==> src/hdl/bsac_pkg.sv <==
// Types and constants shared by the array counting block.
package bsac_pkg;

    localparam int unsigned COUNT_MOD       = 1000000007;
    localparam int unsigned COUNT_W         = 30;
    localparam logic [7:0]  MAX_VALUE_RESET = 8'd128;

    typedef logic [COUNT_W-1:0] t_count;

    typedef enum logic [1:0] {
        S_IDLE,
        S_SWEEP,
        S_DONE
    } t_state;

    typedef struct packed {
        logic in_ready;
        logic init;
        logic sweep;
        logic rd_en;
        logic calc_en;
        logic load_out;
    } t_ctrl;

endpackage

==> src/hdl/bsac_ctrl.sv <==
// Sequencer that steps the shared adder across the row once per input word.
module bsac_ctrl
    import bsac_pkg::*;
#(
    parameter int MAX_VALUES = 128,
    parameter int KW         = 8
) (
    input  logic          i_clk,
    input  logic          i_rst_n,
    input  logic          i_start,
    input  logic          i_out_free,
    output t_ctrl         o_ctrl,
    output logic [KW-1:0] o_step
);

    localparam logic [KW-1:0] LAST_STEP = KW'(MAX_VALUES + 2);
    localparam logic [KW-1:0] CALC_END  = KW'(MAX_VALUES + 1);
    localparam logic [KW-1:0] READ_END  = KW'(MAX_VALUES);

    t_state        r_state;
    t_state        n_state;
    logic [KW-1:0] r_step;
    logic [KW-1:0] n_step;

    always_ff @(posedge i_clk) begin
        if (!i_rst_n) begin
            r_state <= S_IDLE;
            r_step  <= '0;
        end else begin
            r_state <= n_state;
            r_step  <= n_step;
        end
    end

    always_comb begin
        n_state = r_state;
        n_step  = r_step;
        unique case (r_state)
            S_IDLE: begin
                n_step = '0;
                if (i_start) begin
                    n_state = S_SWEEP;
                end
            end
            S_SWEEP: begin
                n_step = r_step + KW'(1);
                if (r_step == LAST_STEP) begin
                    n_state = S_DONE;
                end
            end
            S_DONE: begin
                if (i_out_free) begin
                    n_state = S_IDLE;
                end
            end
            default: begin
                n_state = S_IDLE;
            end
        endcase
    end

    always_comb begin
        o_ctrl = '0;
        unique case (r_state)
            S_IDLE: begin
                o_ctrl.in_ready = 1'b1;
                o_ctrl.init     = i_start;
            end
            S_SWEEP: begin
                o_ctrl.sweep   = 1'b1;
                o_ctrl.rd_en   = (r_step < READ_END);
                // The window holds the entry and both neighbours from step two on.
                o_ctrl.calc_en = (r_step >= KW'(2)) && (r_step <= CALC_END);
            end
            S_DONE: begin
                o_ctrl.load_out = i_out_free;
            end
            default: begin
                o_ctrl = '0;
            end
        endcase
    end

    assign o_step = r_step;

endmodule

==> config.mk <==
export PLATFORM = sky130hd
export DESIGN_NAME = bsac_ctrl
export DESIGN_NICKNAME = d
export VERILOG_FILES = /design/src/hdl/bsac_pkg.sv /design/src/hdl/bsac_ctrl.sv
export SDC_FILE = /design/constraint.sdc
export NUM_CORES = 1
export LEC_CHECK = 0
export BUFFER_PORTS_ARGS = -buffer_cell sky130_fd_sc_hd__buf_2
export CAP_MARGIN = 15
export CORE_AREA = 2 2 39 41
export DETAILED_ROUTE_END_ITERATION = 8
export DIE_AREA = 0 0 41 43
export PLACE_DENSITY_LB_ADDON = 0.12
export RECOVER_POWER = 100
export SLEW_MARGIN = 0
export SYNTH_ARGS = -nofsm -noshare
export SYNTH_HDL_FRONTEND = slang
export SYNTH_SLANG_ARGS = --single-unit
==> constraint.sdc <==
create_clock -name i_clk -period 2.3 [get_ports i_clk]
set_input_delay 0.115 -clock i_clk [delete_from_list [all_inputs] [get_ports i_clk]]
set_output_delay 0.115 -clock i_clk [all_outputs]
set_load 0.02 [all_outputs]
* Word level (Yosys, flattened, before mapping)
Index checks and enable logic that the tools add are counted.
** Storage, ports and cells
- Output and inout bits :: 14
- Register bits after elaboration :: 10
- Word-level logic and storage cells :: 24
- Bits of input ports :: 4
** Operators by class
- Reduce and logical (&&, ||, !) cells :: 4
- Equal/unequal tests :: 6
- $add $sub $neg :: 1
- $lt $le $gt $ge :: 3
- Mux-type cells :: 8
** Operators with widths (number)
- $pmux W8 S2 :: 1
- $add A8 B1 Y8 const B :: 1
- $eq A8 B8 Y1 const B :: 1
- $ge A8 B2 Y1 const B :: 1
- $le A8 B8 Y1 const B :: 1
- $lt A8 B8 Y1 const B :: 1
- $mux W2 :: 4
- $ne A2 B2 Y1 const B :: 3
- $pmux W2 S3 :: 1
- $mux W3 :: 1
- $reduce_and A3 Y1 :: 1
- $eq A2 B1 Y1 const B :: 1
- $eq A2 B2 Y1 const B :: 1
- $logic_not A2 Y1 :: 1
- $reduce_bool A2 Y1 :: 1
- $logic_and A1 B1 Y1 :: 1
- $mux W1 :: 1

* Depth between registers and ports, before layout
- Depth after elaboration :: 3
- Depth in mapped cells :: 6
- Gate-level depth less buffers :: 5

* Least setup slack after synthesis
No wires, ideal clock.
- Path kind :: register -> register
- Start :: register r_step[0], in the netlist o_step[0]
- End :: register r_state[1]
- Stages on the path, launching flop included :: 6
- Clock period less this slack :: 1515 ps
- Required time :: 2184 ps
- Setup time :: 116 ps
- Path slack :: 785 ps
- Buffers on the path :: 0
- Arrival :: 1399 ps
- Cells stage by stage :: dfxtp_1 > inv_1 > ha_1 > and3_1 > and3_1 > a31o_2
** On the way
- Cells in the longest elaborated chain, start to end :: 3
** Ends and longest elaborated chain
- from (decl) :: line bsac_ctrl.sv:22 : logic [KW-1:0] r_step;
- from (signal assigned) :: line bsac_ctrl.sv:31 : r_step <= n_step;
- $eq A8 B8 Y1 :: line bsac_ctrl.sv:47 : if (r_step == LAST_STEP) begin
- $ne A2 B2 Y1 (no source line)
- $reduce_and A3 Y1 (no source line)
- to (signal assigned) :: line bsac_ctrl.sv:30 : r_state <= n_state;
- to (decl) :: line bsac_ctrl.sv:20 : t_state r_state;
Every way passes these cells.
A chain may end at the register's enable or synchronous reset.

==> results.json <==
{
  "core.rowCount": 14,
  "diodes": 0,
  "crit_fanout": 7,
  "cp.required_ps": 2180,
  "dp_hpwl_um": 846,
  "die_h_um": 43,
  "area_growth_pct": 19.4,
  "ant_nets": 0,
  "fp.coreArea_sq_um": 1380,
  "ys_seq_area_frac": 0.357,
  "cts_tree": "built",
  "irDropWorstVdd_mv": 0.258,
  "clk_path_buf_depth": 2,
  "die_area_sq_um": 1760,
  "clkSinkCount": 10,
  "drt-met1-wl_um": 533,
  "final_cell_mix": "14 x clkbuf_1, 10 x dfxtp_1, 7 x nor2_1",
  "yosysTopAreaCell": "dfxtp_1",
  "htree_levels": 1,
  "clk_pin_slew_ps": 70,
  "max_cap_violations": 0,
  "critPathArrivalTime_ps": 1530,
  "grt_first_pass_wirelength_mm": 1.95,
  "crit_chain": "nor3_1, o2111ai_1, a21oi_1, clkbuf_1",
  "fin_skew_ps": 3.98,
  "drt-total-wl_mm": 1.15,
  "tightest_slew_ps": 809,
  "start_util": 0.405,
  "cp-start-kind": "flip-flop",
  "fmax_mhz": 607,
  "rsz0062_at_grt": "no",
  "gp_congestion": 0.716,
  "fillers": 151,
  "grt_pass1_vias": 489,
  "cts_resized": 0,
  "grt.overflow.total": 0,
  "syn_avg_cell_area_sq_um": 8.76,
  "yosys-top-cells-area": "dfxtp_1 36%, ha_1 8.9%, nor2_1 4.7%, xor2_1 4.7%, a21oi_1 4.5%",
  "critPathMaxStageDelay_ps": 390,
  "relSlewSlack": 0.455,
  "final_hold_viol_count": 0,
  "ys_ff_latch": 10,
  "clk_latency_ps": 260,
  "grt_max_degree": 11,
  "status": "finished, final reports clean",
  "crit_buf_inv": 1,
  "yosysUniqueCellTypes": 25,
  "cts_made_buffers": 3,
  "port_buffers": 17,
  "drcViolationCount": 0,
  "cp_top_family": "flip-flops",
  "num_vias": 532,
  "nNetsFinal": 92,
  "slowest_stage": "dfxtp_1",
  "hold_path.class": "primary input to flip-flop",
  "maxUsedRoutingLayer": "met4",
  "synth_area_sq_um": 561,
  "power_density_nw_per_um2": 554,
  "fin_crit_ps": 1650,
  "post_cts_buffers": 0,
  "firstDrtPassIters": 2,
  "layout_commonest_cell": "clkbuf_1",
  "post_drt_via_cell_ratio": 5.37,
  "wire_per_inst_um": 11.6,
  "grtUsageTotal": 0.160,
  "dpl.cell_count": 95,
  "synth_nets": 72,
  "layoutNonFillerInstCount": 99,
  "worstSetupPathType": "flip-flop to output pin",
  "met3_length_um": 63,
  "finalSetupTns_ps": 0,
  "finalSetupViolations": 0,
  "antenna_found_initial": 0,
  "hold_slack_ps": 121,
  "ctsHoldBuffers": 0,
  "drt-initial-drc-count": 8,
  "p_leak_nw": 0.249,
  "slew_viol_final": 0,
  "yosysTopAreaCellShare": 0.357,
  "num_io_pins": 18,
  "critPathCaptureType": "output pin",
  "fin_crit_sh": 0.716,
  "met2_length_um": 541,
  "yosys_warnings": 0,
  "layout-drive-gt1-share": 0.133,
  "die_w_um": 41,
  "root_buffer": "clkbuf_4",
  "netlist_instances": 64
}
## power by group
group	total, W	switching [W]	internal (W)
Combinational	0.0000298	0.0000196	0.0000102
Clock	0.000160	0.0000644	0.0000960
Sequential	0.000181	0.00000505	0.000176
Total	0.000371	0.0000891	0.000282
## layout make-up
cell class              count  area [sq um]  area share
repair buffers             17          67.6       0.101
inverters                   4          15.0      0.0224
well taps                  16          20.0      0.0299
flip-flops and latches     10           200       0.299
clock buffers               4          36.3      0.0542
multi-input cells          48           330       0.493
## synthesized netlist by cell type
cell type and count:
nor2_1 7, a31o_2 2, and2_1 1, nand2_1 2
o2111ai_1 1, a21oi_1 5, inv_1 4, a22oi_1 1
nand3b_1 1, ha_1 4, o21ai_1 1, xor2_1 3
nand3_1 1, dfxtp_1 10, nor3b_1 1, buf_4 2
or3_1 4, o21ai_0 4, nor4b_1 2, and3_1 2
nand4_2 1, nand2b_4 1, nor2b_1 1, nor3_1 1
nand4b_1 2
## stage by stage
step           area, sq um  worst slack, ps  utilization  power, W
6_report               669              652        0.484  0.000371
5_1_grt                669              527        0.484  0.000388
4_1_cts                687              689        0.496  0.000376
3_5_place_dp           651              833        0.470  0.000217
3_3_place_gp           651              872        0.470  0.000217
2_1_floorplan          561              785            -  0.000206
## sequential cells by signal (all words and copies together), names as in the netlist
register	flops
r_state	2
o_step	8
## cells by family (layout without fill, tap and decap cells)
group / after synthesis / in the layout / synth area share
simple gates: 27 / 27 / 0.304
compound gates: 14 / 14 / 0.150
flops: 10 / 10 / 0.357
buf+inv: 6 / 25 / 0.0536
fa+ha+maj: 4 / 4 / 0.0893
xor+xnor: 3 / 3 / 0.0469
## worst reg2reg max path, cell delays in order (launching register included)
cell and delay (ps):
dfxtp_1 470, inv_1 100, ha_1 200, and3_1 180, and3_1 200, nor4b_1 250
## path summary, 6_finish.rpt
kind	from	to	slack, ps	depth (start not counted)
max reg2reg	o_step[0]	r_state[0]	810	5
min reg2reg	o_step[6]	o_step[6]	530	2
max	o_step[2]	o_ctrl[1]	650	4
min	i_rst_n	o_step[1]	120	2
## metal layers
metal  vias up  track usage
met4         0       0.0600
met3         2       0.0524
li1        268            -
met2        14        0.244
met1       248        0.200
met5         -            0
Power figures use the tool's default switching activity.
