<file path="src/hdl/bsac_pkg.sv">
// Types and constants shared by the array counting block.
package bsac_pkg;

    localparam int unsigned COUNT_MOD       = 1000000007;
    localparam int unsigned COUNT_W         = 30;
    localparam logic [7:0]  MAX_VALUE_RESET = 8'd128;

    typedef logic [COUNT_W-1:0] t_count;

    typedef enum logic [1:0] {
        S_IDLE,
        S_SWEEP,
        S_DONE
    } t_state;

    typedef struct packed {
        logic in_ready;
        logic init;
        logic sweep;
        logic rd_en;
        logic calc_en;
        logic load_out;
    } t_ctrl;

endpackage

</file>
<file path="src/hdl/bsac_modsum.sv">
// Modular adder: sum of three residues reduced modulo the count modulus.
module bsac_modsum
    import bsac_pkg::*;
(
    input  t_count i_a,
    input  t_count i_b,
    input  t_count i_c,
    output t_count o_sum
);

    logic [31:0] w_raw;

    assign w_raw = 32'(i_a) + 32'(i_b) + 32'(i_c);

    // Three residues sum to less than three times the modulus.
    always_comb begin
        if (w_raw >= 32'(2 * COUNT_MOD)) begin
            o_sum = COUNT_W'(w_raw - 32'(2 * COUNT_MOD));
        end else if (w_raw >= 32'(COUNT_MOD)) begin
            o_sum = COUNT_W'(w_raw - 32'(COUNT_MOD));
        end else begin
            o_sum = COUNT_W'(w_raw);
        end
    end

endmodule

</file>
<file path="config.mk">
export PLATFORM = sky130hd
export DESIGN_NAME = bsac_modsum
export DESIGN_NICKNAME = d
export VERILOG_FILES = /design/src/hdl/bsac_pkg.sv /design/src/hdl/bsac_modsum.sv
export SDC_FILE = /design/constraint.sdc
export NUM_CORES = 1
export LEC_CHECK = 0
export BUFFER_PORTS_ARGS = -buffer_cell sky130_fd_sc_hd__buf_2
export CELL_PAD_IN_SITES_DETAIL_PLACEMENT = 1
export CELL_PAD_IN_SITES_GLOBAL_PLACEMENT = 1
export CORE_MARGIN = 2
export CORE_UTILIZATION = 40
export DETAILED_ROUTE_END_ITERATION = 10
export MAX_ROUTING_LAYER = met4
export PLACE_DENSITY_LB_ADDON = 0.1
export SLEW_MARGIN = 0
export SYNTH_ARGS = -nofsm -noshare
export SYNTH_HDL_FRONTEND = slang
export SYNTH_SLANG_ARGS = --single-unit
</file>
<file path="constraint.sdc">
create_clock -name vclk -period 6.5
set_input_delay 0.325 -clock vclk [all_inputs]
set_output_delay 0.325 -clock vclk [all_outputs]
set_load 0.01 [all_outputs]
</file>
* After elaboration in Yosys (flattened, before gate mapping)
Index checks and enable logic that the tools add are counted.
** Storage, ports and cells
- Logic and storage cells :: 8
- Output and inout bits :: 30
- Input port bits :: 90
- Bits in registers :: 0
** Operators by class
- Magnitude comparators :: 2
- $add $sub $neg :: 4
- Mux-type cells :: 2
** Operator list (count)
- 30-bit 2-to-1 mux :: 2
- 30-bit subtractor, second input constant :: 2
- 31-bit by 30-bit adder with 32-bit output :: 1
- 32-bit by 30-bit greater-or-equal comparator with 1-bit output, second input constant :: 1
- 32-bit by 31-bit greater-or-equal comparator with 1-bit output, second input constant :: 1
- 30-bit by 30-bit adder with 31-bit output :: 1

* Depth between registers and ports, before layout
Gate-level depths: netlist of run 1.
- Depth in word-level cells :: 5
- Mapped depth :: 19
- Gate-level depth less buffers :: 16

* Least setup slack after synthesis of run 1
OpenSTA, ideal clock, no wires.
- Kind :: input -> output
- Start :: input i_a[1]
- End :: output o_sum[9]
- Buffers on the path :: 1
- Slack :: 2.064 ns
- Cell stages on the path :: 17
- Data arrival time :: 4.111 ns
- Required time :: 6.175 ns
- Path through :: fa_1 > ha_1 > inv_1 > fa_1 > and2b_4 > o2111a_1 > o211ai_2 > a211o_1 > nand2_1 > o211ai_1 > or2_2 > a2111oi_2 > o31ai_4 > and2_4 > buf_6 > a2bb2oi_1 > xor2_1
** Between the ends
- Cells in the longest elaborated chain, start to end :: 5
- Elaborated cells between the ends (all ways) :: 8
- Classes of those cells :: add/sub (4); order compare (2); mux (2)
** Ends and longest elaborated chain
- start, declared :: RTL line bsac_modsum.sv:5 : input t_count i_a,
- 30-bit by 30-bit adder with 31-bit output (*) :: RTL line bsac_modsum.sv:13 : assign w_raw = 32'(i_a) + 32'(i_b) + 32'(i_c);
- 31-bit by 30-bit adder with 32-bit output (*) :: RTL line bsac_modsum.sv:13
- 30-bit subtractor / 32-bit by 30-bit greater-or-equal comparator with 1-bit output (equally long branches) :: RTL line bsac_modsum.sv:20, bsac_modsum.sv:19
- 30-bit 2-to-1 mux :: RTL line bsac_modsum.sv:19 : end else if (w_raw >= 32'(COUNT_MOD)) begin
- 30-bit 2-to-1 mux (*) :: RTL line bsac_modsum.sv:17 : if (w_raw >= 32'(2 * COUNT_MOD)) begin
- end, declared :: RTL line bsac_modsum.sv:8 : output t_count o_sum
Every way passes the cells marked *; elsewhere a longest branch is shown, timed or not.

* Final worst setup path of run 1
- Start :: input i_a[1]
- End :: output o_sum[25]
The elaborated chain is that of the path after synthesis.

==> out/summary.txt, run 1 <==
result of the run = finished, final reports clean
final hold viol count = 0
final routed DRC violation total = 0
minimum clock period after layout = 5.568 ns
count of endpoints failing setup in the final report = 0
total standard cell area after synthesis = 4008 um^2
count of boundary I/O pins = 120
WP data required = 6.17 ns
count of pins over their slew limit = 0
number of antenna violations at the first check in global routing = 0
timing endpoint of the critical path = o_sum[25]
vertical die dimension = 104.1 um
final sequential cell count = 0
area share of the largest cell type after synthesis = 0.1549
post-synth cell types = 76
die area = 10840 um^2
Static Leak = 1.999 nW
total area of sequential cells = 0 um^2
power density over the cells = 376.8 nW/um^2
layout overhead on the synthesized area = 15.55%
max frequency = 0.1796 GHz
DPL Wire Length = 11.06 mm
post-CTS setup repair buffer count = 0
proportion of synthesized chip area in sequential cells = 0
Die X = 104.1 um
starting density of the core = 0.4119
total of buffers placed on input and output ports = 120
class of the tightest hold or removal check = primary input to primary output
total power = 1.745 mW
post-synth top area cell = sky130_fd_sc_hd__fa_1
RSZ-0062 raised after global routing = no
count of TritonRoute iterations in the first routing pass = 4
share of the core filled with cells = 0.4760
maxcap violations = 0
portion of the clock cycle consumed by the worst path in the final layout = 0.8566
Global Route Usage Sum = 0.2435
worst rel slew slack = 0.4480
post-synthesis cell count = 521
number of global-route vias before repair = 4533
kind of start point of the critical path = primary input
maximum number of pins on one net before global-route repair = 20
final weighted congestion in routability-driven placement = 0.8849
count of routing violations after the opening detailed-route iteration = 158
count of hold-fix buffers inserted at cts = 0
Final Net Count = 773
Worst Setup End Kind = primary output
floorplan core area = 9729 um^2
post-DR vias/cell = 5.787
net count of the mapped netlist = 674
transition at the pin with the smallest max-transition slack = 0.8071 ns
detailed-route wire length = 12.70 mm
Via Count = 4346
most area-consuming cells after synthesis = sky130_fd_sc_hd__fa_1, sky130_fd_sc_hd__ha_1, sky130_fd_sc_hd__a21oi_1
post-DR wirelength/cell = 16.91 um
critical path startpoint = i_a[1]
warning count from the yosys run = 0
post_cts resized = 0
first-pass GRT wire length = 22.10 mm
number of antenna diodes = 0
data arrival time of the critical path = 5.24 ns
type of the worst setup path = primary input to primary output
worst hold slack after final layout = 1.336 ns
Peak supply drop = 0.1485 mV
layout clock buffer count = 0
accumulated negative setup slack = 0 ns
total congestion overflow = 0
mean instance size in the synthesized netlist = 7.692 um^2
CP max FO = 19
number of nets still failing antenna checks after routing = 0
fraction of layout instances using a drive strength above 1 = 0.2492
Rows = 36
-- synthesized netlist by cell type, drive strengths merged (5+ instances only) --
cell and count:
nand3 24, ha 32, a21o 11, xnor2 31
fa 31, o31ai 5, o211ai 14, o21a 10
nor2b 5, nand2b 13, o22ai 5, and2 13
nand2 53, a211o 8, and3 12, inv 11
xor2 17, nand4 8, clkbuf 5, or2 5
nor2 29, a21oi 54, o21ai 31, a31oi 6
buf 20, a211oi 7, a22oi 7, nor3 9
-- power breakdown --
part,leakage [nW],switching (mW),internal [mW],total (mW)
Combinational,2.00,1.06,0.689,1.74
Clock,0,0,0,0
Sequential,0,0,0,0
-- worst min-delay path by stage --
stage | start | to | slack, ns | cells past startpoint
after floorplan | i_c[0] | o_sum[0] | 1.07 | 3
after global placement | i_c[0] | o_sum[0] | 1.32 | 5
after detailed placement | i_c[0] | o_sum[0] | 1.34 | 5
after global routing | i_c[0] | o_sum[0] | 1.38 | 5
final | i_c[0] | o_sum[0] | 1.34 | 5
after CTS | i_c[0] | o_sum[0] | 1.34 | 5
-- routing by layer --
| layer | global-route usage | up-vias | share of wire |
|---|---|---|---|
| met5 | - | - | 0 |
| met2 | 0.3943 | 96 | 0.46 |
| met4 | 0.01544 | 0 | 0.0040 |
| met3 | 0.01003 | 8 | 0.032 |
| met1 | 0.3542 | 2109 | 0.50 |
| li1 | - | 2133 | - |
-- metrics by stage --
| stage | cells | instance area (um^2) | worst slack, ns |
|---|---|---|---|
| detailed placement | 751 | 4631 | 0.9570 |
| CTS | 751 | 4631 | 0.9298 |
| global route | 751 | 4631 | 0.5789 |
| finish | 751 | 4631 | 0.9324 |
| floorplan | 521 | 4008 | 2.064 |
| global placement | 751 | 4631 | 1.039 |
-- final cells by class --
type / count / area [um^2]
Multi-Input combinational cell: 485 / 3807
Tap cell: 133 / 166.4
Inverter: 11 / 41.29
Fill cell: 1297 / 5099
Timing Repair Buffer: 122 / 615.6
-- cell usage in the layout, fill, tap and decap left out, types with 5 or more instances in the layout --
cell type / n
sky130_fd_sc_hd__nand3_1: 24
sky130_fd_sc_hd__and3_1: 12
sky130_fd_sc_hd__inv_1: 11
sky130_fd_sc_hd__nand2_1: 53
sky130_fd_sc_hd__nor3_1: 8
sky130_fd_sc_hd__o21a_1: 10
sky130_fd_sc_hd__a21oi_1: 53
sky130_fd_sc_hd__xnor2_1: 29
sky130_fd_sc_hd__a31oi_1: 5
sky130_fd_sc_hd__a21o_1: 11
sky130_fd_sc_hd__nand2b_1: 13
sky130_fd_sc_hd__a211o_1: 8
sky130_fd_sc_hd__a22oi_2: 5
sky130_fd_sc_hd__xor2_1: 17
sky130_fd_sc_hd__fa_1: 31
sky130_fd_sc_hd__ha_1: 32
sky130_fd_sc_hd__nand4_1: 8
sky130_fd_sc_hd__buf_2: 120
sky130_fd_sc_hd__o21ai_0: 27
sky130_fd_sc_hd__nor2_1: 29
sky130_fd_sc_hd__and2_1: 12
sky130_fd_sc_hd__nor2b_1: 5
sky130_fd_sc_hd__o211ai_1: 10
-- worst max-delay path, stage by stage --
cell                        delay [ns]
sky130_fd_sc_hd__buf_2            0.11
sky130_fd_sc_hd__fa_1             0.54
sky130_fd_sc_hd__ha_1             0.17
sky130_fd_sc_hd__inv_1            0.05
sky130_fd_sc_hd__fa_1             0.39
sky130_fd_sc_hd__and2b_4          0.31
sky130_fd_sc_hd__o2111ai_1        0.21
sky130_fd_sc_hd__a211oi_2         0.39
sky130_fd_sc_hd__nor2_1           0.11
sky130_fd_sc_hd__a21oi_1          0.18
sky130_fd_sc_hd__xnor2_1          0.22
sky130_fd_sc_hd__or2_2            0.37
sky130_fd_sc_hd__a211oi_1         0.35
sky130_fd_sc_hd__a211o_1          0.57
sky130_fd_sc_hd__nand2_1          0.32
sky130_fd_sc_hd__o31ai_2          0.28
sky130_fd_sc_hd__xor2_1           0.18
sky130_fd_sc_hd__buf_2            0.15
-- cells by family (layout without fill, tap and decap cells) --
logic type | Yosys count | count (layout) | share of synthesized area
AOI/OAI and AO/OA | 185 | 185 | 0.3444
xor gates and xnor gates | 48 | 48 | 0.1086
adders and majority gates | 63 | 63 | 0.2548
buffers and inverters | 36 | 133 | 0.04995
muxes | 3 | 3 | 0.007493
and+or+nand+nor | 186 | 186 | 0.2348
(Power assumes the default switching activity.)
==> inputs of run 2 (changes only) <==
==> constraint.sdc (replaced) <==
create_clock -name vclk -period 7.2
set_input_delay 0.36 -clock vclk [all_inputs]
set_output_delay 0.36 -clock vclk [all_outputs]
set_load 0.01 [all_outputs]
==> run 2 against run 1 <==
Net effect:
- die area did not move
- non-clock buffer count did not move
- wire length fell by 1.7%
- sequential share of layout area did not move
- worst hold slack improved by 0.082 ns
- critical path depth did not move
- power fell by 10%
- via count rose by 0.37%
- final area did not move
- worst setup slack improved by 0.61 ns
- final cell count did not move
- highest routed layer unchanged
- global-route usage fell by 1.3 points
==> out/summary.txt, run 2 (synthesized netlist as in run 1, its figures left out) <==
count of routing violations after the opening detailed-route iteration = 161
portion of the clock cycle consumed by the worst path in the final layout = 0.7852
Static Leak = 1.999 nW
count of endpoints failing setup in the final report = 0
total of buffers placed on input and output ports = 120
CP max FO = 19
most frequent cells in the layout = sky130_fd_sc_hd__buf_2, sky130_fd_sc_hd__nand2_1, sky130_fd_sc_hd__a21oi_1
total congestion overflow = 0
post-DR wirelength/cell = 16.62 um
Placed Cells = 751
starting density of the core = 0.4119
final routed DRC violation total = 0
WP data required = 6.84 ns
max frequency = 0.1769 GHz
maximum number of pins on one net before global-route repair = 20
Top Family by Delay on Critical Path = compound AO/OA/AOI/OAI gates
Max stage delay cell, worst path = sky130_fd_sc_hd__a211o_1
number of global-route vias before repair = 4374
minimum clock period after layout = 5.654 ns
Peak supply drop = 0.1446 mV
transition at the pin with the smallest max-transition slack = 0.7267 ns
final hold viol count = 0
kind of start point of the critical path = primary input
result of the run = finished, final reports clean
post-CTS setup repair buffer count = 0
first-pass GRT wire length = 21.07 mm
Place WS = 1.559 ns
post_cts resized = 0
final weighted congestion in routability-driven placement = 0.9055
detailed-route wire length = 12.49 mm
data arrival time of the critical path = 5.29 ns
count of hold-fix buffers inserted at cts = 0
number of antenna diodes = 0
final sequential cell count = 0
Crit path buffers/inverters = 3
layout clock buffer count = 0
hold path start = i_c[0]
cells along the critical path = buf_2 -> fa_1 -> ha_1 -> inv_1 -> fa_1 -> and2b_4 -> o2111ai_1 -> a211oi_2 -> nor2_1 -> a21oi_1 -> xnor2_1 -> or2_2 -> a211oi_1 -> a211o_1 -> nand2_1 -> o31ai_2 -> xor2_1 -> buf_2
fraction of layout instances using a drive strength above 1 = 0.2492
power density over the cells = 338.1 nW/um^2
Rows = 36
Die X = 104.1 um
number of nets still failing antenna checks after routing = 0
total area of sequential cells = 0 um^2
RSZ-0062 raised after global routing = no
class of the tightest hold or removal check = primary input to primary output
Critical Path Max Stage Delay = 0.60 ns
post-route insts no fill = 751
layout overhead on the synthesized area = 15.55%
vertical die dimension = 104.1 um
number of antenna violations at the first check in global routing = 0
type of the worst setup path = primary input to primary output
fin worst setup slack = 1.546 ns
worst rel slew slack = 0.5030
share of the core filled with cells = 0.4760
DPL Wire Length = 10.95 mm
count of pins over their slew limit = 0
Via Count = 4362
post-DR vias/cell = 5.808
maxcap violations = 0
most frequent standard cell in the layout excluding fill and tap cells = sky130_fd_sc_hd__buf_2
Final Net Count = 773
count of TritonRoute iterations in the first routing pass = 4
floorplan core area = 9729 um^2
Worst Setup End Kind = primary output
die area = 10840 um^2
critical path startpoint = i_a[1]
Global Route Usage Sum = 0.2306
worst hold slack after final layout = 1.418 ns
accumulated negative setup slack = 0 ns
count of boundary I/O pins = 120
## run 2: worst paths after layout
check	endpoint	slack (ns)	cells past startpoint
worst min-delay path	o_sum[0]	1.42	5
worst max-delay path	o_sum[25]	1.55	18
## run 2: routing by layer
metal,wire (um),global-route usage,up-vias
met3,376,0.006892,6
met1,6376,0.3400,2131
met2,5681,0.3698,93
met5,0,-,-
met4,50,0.01448,0
li1,-,-,2132
## run 2: area by class of cell
class | instances | area, um^2
Fill cell | 1266 | 5099
Inverter | 11 | 41.29
Multi-Input combinational cell | 485 | 3807
Tap cell | 133 | 166.4
Timing Repair Buffer | 122 | 615.6
## run 2: power by group
group,total [mW],leakage (nW),switching [mW],internal (mW)
combinational,1.57,2.00,0.944,0.622
sequential,0,0,0,0
clock,0,0,0,0
total,1.57,2.00,0.944,0.622
## run 2: through the flow
step                      cell area [um^2]  total power [mW]
after global placement                4631             1.544
after CTS                             4631             1.571
after detailed placement              4631             1.565
after global routing                  4631             1.721
final                                 4631             1.566
after floorplan                       4008             1.116
## run 2: worst min-delay path: cells and delay by family
family | cells | cell delay (ns)
buf+inv | 3 | 0.32
fa+ha+maj | 1 | 0.25
xor+xnor | 1 | 0.13
==> inputs of run 3 (changes only) <==
--- a/config.mk
+++ b/config.mk
@@ -5,11 +5,12 @@
 export SDC_FILE = /design/constraint.sdc
 export NUM_CORES = 1
 export LEC_CHECK = 0
+export ABC_AREA = 1
 export BUFFER_PORTS_ARGS = -buffer_cell sky130_fd_sc_hd__buf_2
 export CELL_PAD_IN_SITES_DETAIL_PLACEMENT = 1
 export CELL_PAD_IN_SITES_GLOBAL_PLACEMENT = 1
 export CORE_MARGIN = 2
-export CORE_UTILIZATION = 40
+export CORE_UTILIZATION = 38
 export DETAILED_ROUTE_END_ITERATION = 10
 export MAX_ROUTING_LAYER = met4
 export PLACE_DENSITY_LB_ADDON = 0.1
==> constraint.sdc (replaced) <==
create_clock -name vclk -period 5.5
set_input_delay 0.275 -clock vclk [all_inputs]
set_output_delay 0.275 -clock vclk [all_outputs]
set_load 0.01 [all_outputs]
==> run 3 against run 2 <==
Net effect:
- worst setup slack lost 0.64 ns
- combinational power grew 50%
- largest power group unchanged
- utilization is 4.2 points lower
- global-route usage grew 1.3 points
- wire length is 52% higher
==> out/summary.txt, run 3 <==
hold path start = i_c[0]
post-CTS setup repair buffer count = 0
final routed DRC violation total = 0
maximum number of pins on one net before global-route repair = 49
post-route insts no fill = 1420
number of antenna diodes = 0
count leader, synth = sky130_fd_sc_hd__nand2_1
die area = 16230 um^2
WP data required = 5.22 ns
share of the core filled with cells = 0.4343
accumulated negative setup slack = 0 ns
net count of the mapped netlist = 1275
kind of start point of the critical path = primary input
total standard cell area after synthesis = 5787 um^2
count of routing violations after the opening detailed-route iteration = 292
most frequent standard cell in the layout excluding fill and tap cells = sky130_fd_sc_hd__nand2_1
number of antenna violations at the first check in global routing = 0
minimum clock period after layout = 4.598 ns
RSZ-0062 raised after global routing = no
layout overhead on the synthesized area = 12.82%
fraction of layout instances using a drive strength above 1 = 0.1729
final-layout fill cell count = 2313
Die X = 127.4 um
portion of the clock cycle consumed by the worst path in the final layout = 0.8361
most frequent cells in the layout = sky130_fd_sc_hd__nand2_1, sky130_fd_sc_hd__inv_1, sky130_fd_sc_hd__buf_2
floorplan core area = 15030 um^2
Placed Cells = 1420
Hold Path End = o_sum[0]
area share of the largest cell type after synthesis = 0.3315
final weighted congestion in routability-driven placement = 0.8684
Static Leak = 3.896 nW
CP max FO = 26
total congestion overflow = 0
met1 routing resource usage after global routing = 0.3233
met3 Track Usage GR = 0.002094
post-synth cell types = 39
worst rel slew slack = 0.4859
count of TritonRoute iterations in the first routing pass = 4
met2 global-route usage = 0.4344
Place WS = 0.9070 ns
proportion of synthesized chip area in sequential cells = 0
count of endpoints failing setup in the final report = 0
Final Net Count = 1387
power density over the cells = 361.5 nW/um^2
number of global-route vias before repair = 7019
Peak supply drop = 0.09505 mV
fin worst setup slack = 0.9015 ns
warning count from the yosys run = 0
total power = 2.360 mW
vertical die dimension = 127.4 um
number of nets still failing antenna checks after routing = 0
type of the worst setup path = primary input to primary output
post-synth top area cell = sky130_fd_sc_hd__nand2_1
mean instance size in the synthesized netlist = 5.158 um^2
total of buffers placed on input and output ports = 120
post-synthesis cell count = 1122
starting density of the core = 0.3849
class of the tightest hold or removal check = primary input to primary output
first-pass GRT wire length = 32.29 mm
Global Route Usage Sum = 0.2438
final hold viol count = 0
count of hold-fix buffers inserted at cts = 0
final sequential cell count = 0
transition at the pin with the smallest max-transition slack = 0.7693 ns
most area-consuming cells after synthesis = sky130_fd_sc_hd__nand2_1, sky130_fd_sc_hd__fa_1, sky130_fd_sc_hd__inv_1
area of combinational cells with multiple inputs = 5032 um^2
result of the run = finished, final reports clean
data arrival time of the critical path = 4.32 ns
global routing's busiest layer = met2
count of boundary I/O pins = 120
DPL Wire Length = 17.10 mm
post-DR vias/cell = 4.982
Rows = 45
Worst Setup End Kind = primary output
total area of sequential cells = 0 um^2
maxcap violations = 0
most numerous cell types in the synthesized netlist = sky130_fd_sc_hd__nand2_1, sky130_fd_sc_hd__inv_1, sky130_fd_sc_hd__nand3_1, sky130_fd_sc_hd__nor2_1, sky130_fd_sc_hd__ha_1
post-DR wirelength/cell = 13.40 um
layout clock buffer count = 0
detailed-route wire length = 19.04 mm
Via Count = 7074
count of pins over their slew limit = 0
post_cts resized = 0
max frequency = 0.2175 GHz
instance count along the most critical hold path = 5
run 3: cell count changes in the layout (fill, tap and decap cells not counted), moves of 11 or more:
cell | previous run | this run
sky130_fd_sc_hd__nand2_1 | 53 | 511
sky130_fd_sc_hd__inv_1 | 11 | 154
sky130_fd_sc_hd__nand3_1 | 24 | 87
sky130_fd_sc_hd__nor2_1 | 29 | 79
sky130_fd_sc_hd__a21oi_1 | 53 | 25
sky130_fd_sc_hd__nand2_2 | 0 | 27
sky130_fd_sc_hd__xnor2_1 | 29 | 2
sky130_fd_sc_hd__nor2_2 | 0 | 20
sky130_fd_sc_hd__inv_2 | 0 | 18
sky130_fd_sc_hd__nand4_1 | 8 | 23
sky130_fd_sc_hd__nand2b_1 | 13 | 0
sky130_fd_sc_hd__o21ai_0 | 27 | 14
sky130_fd_sc_hd__o21ai_1 | 4 | 16
sky130_fd_sc_hd__and3_1 | 12 | 1
run 3: report_power, final:
group          internal [mW]  switching, mW  total, mW
logic                  0.774           1.59       2.36
clock network              0              0          0
registers                  0              0          0
run 3: worst max-delay path, cell delays in order:
cell and delay (ns):
sky130_fd_sc_hd__buf_2 0.11, sky130_fd_sc_hd__fa_1 0.53, sky130_fd_sc_hd__ha_1 0.26, sky130_fd_sc_hd__inv_1 0.08
sky130_fd_sc_hd__fa_1 0.39, sky130_fd_sc_hd__inv_1 0.13, sky130_fd_sc_hd__nand3_1 0.11, sky130_fd_sc_hd__nand2_1 0.14
sky130_fd_sc_hd__nand2_1 0.06, sky130_fd_sc_hd__nand2_1 0.17, sky130_fd_sc_hd__nand3_1 0.15, sky130_fd_sc_hd__nor2_1 0.19
sky130_fd_sc_hd__nand2_1 0.11, sky130_fd_sc_hd__nand2_1 0.09, sky130_fd_sc_hd__nand2_2 0.10, sky130_fd_sc_hd__nand2_1 0.08
sky130_fd_sc_hd__nand2_1 0.06, sky130_fd_sc_hd__nor2_1 0.11, sky130_fd_sc_hd__nor2_2 0.07, sky130_fd_sc_hd__nor2_4 0.59
sky130_fd_sc_hd__nand3_1 0.20, sky130_fd_sc_hd__nand2_1 0.10, sky130_fd_sc_hd__nand2_1 0.05, sky130_fd_sc_hd__nand2_1 0.05
sky130_fd_sc_hd__buf_2 0.12
run 3: logic make-up after synthesis:
kind of cell / count (synthesis) / synth area share
fa+ha+maj: 63 / 0.1764
xor+xnor: 27 / 0.04087
simple gates: 783 / 0.5924
compound gates: 64 / 0.05989
buf+inv: 185 / 0.1304
run 3: cell type report:
cell class / instances / share of cell area
multi-input combinational: 937 / 0.7708
inverter: 174 / 0.1000
timing repair buffer: 121 / 0.09314
tap: 188 / 0.03603
run 3: per-stage QoR:
| step | cell area, um^2 | hold slack (ns) |
|---|---|---|
| after floorplan | 5787 | 0.9957 |
| after global placement | 6529 | 1.263 |
| after detailed placement | 6529 | 1.261 |
| after CTS | 6529 | 1.267 |
| after global routing | 6529 | 1.314 |
| final | 6529 | 1.269 |
run 3: metal layers:
| layer | up-vias | part of all wire | wire length (um) |
|---|---|---|---|
| met5 | - | 0 | 0 |
| met4 | 0 | 0.011 | 201 |
| met3 | 14 | 0.022 | 428 |
| met2 | 110 | 0.48 | 9109 |
| met1 | 3264 | 0.49 | 9296 |
| li1 | 3686 | - | - |
run 3: how the worst max path moves through the flow:
| stage | from | endpoint | slack [ns] | depth (start not counted) |
|---|---|---|---|---|
| final | i_a[1] | o_sum[3] | 0.90 | 25 |
| after global routing | i_a[1] | o_sum[3] | 0.51 | 25 |
| after CTS | i_a[1] | o_sum[3] | 0.88 | 25 |
| after detailed placement | i_a[1] | o_sum[3] | 0.91 | 25 |
| after global placement | i_a[1] | o_sum[3] | 1.04 | 25 |
| after floorplan | i_a[1] | o_sum[0] | 1.96 | 22 |
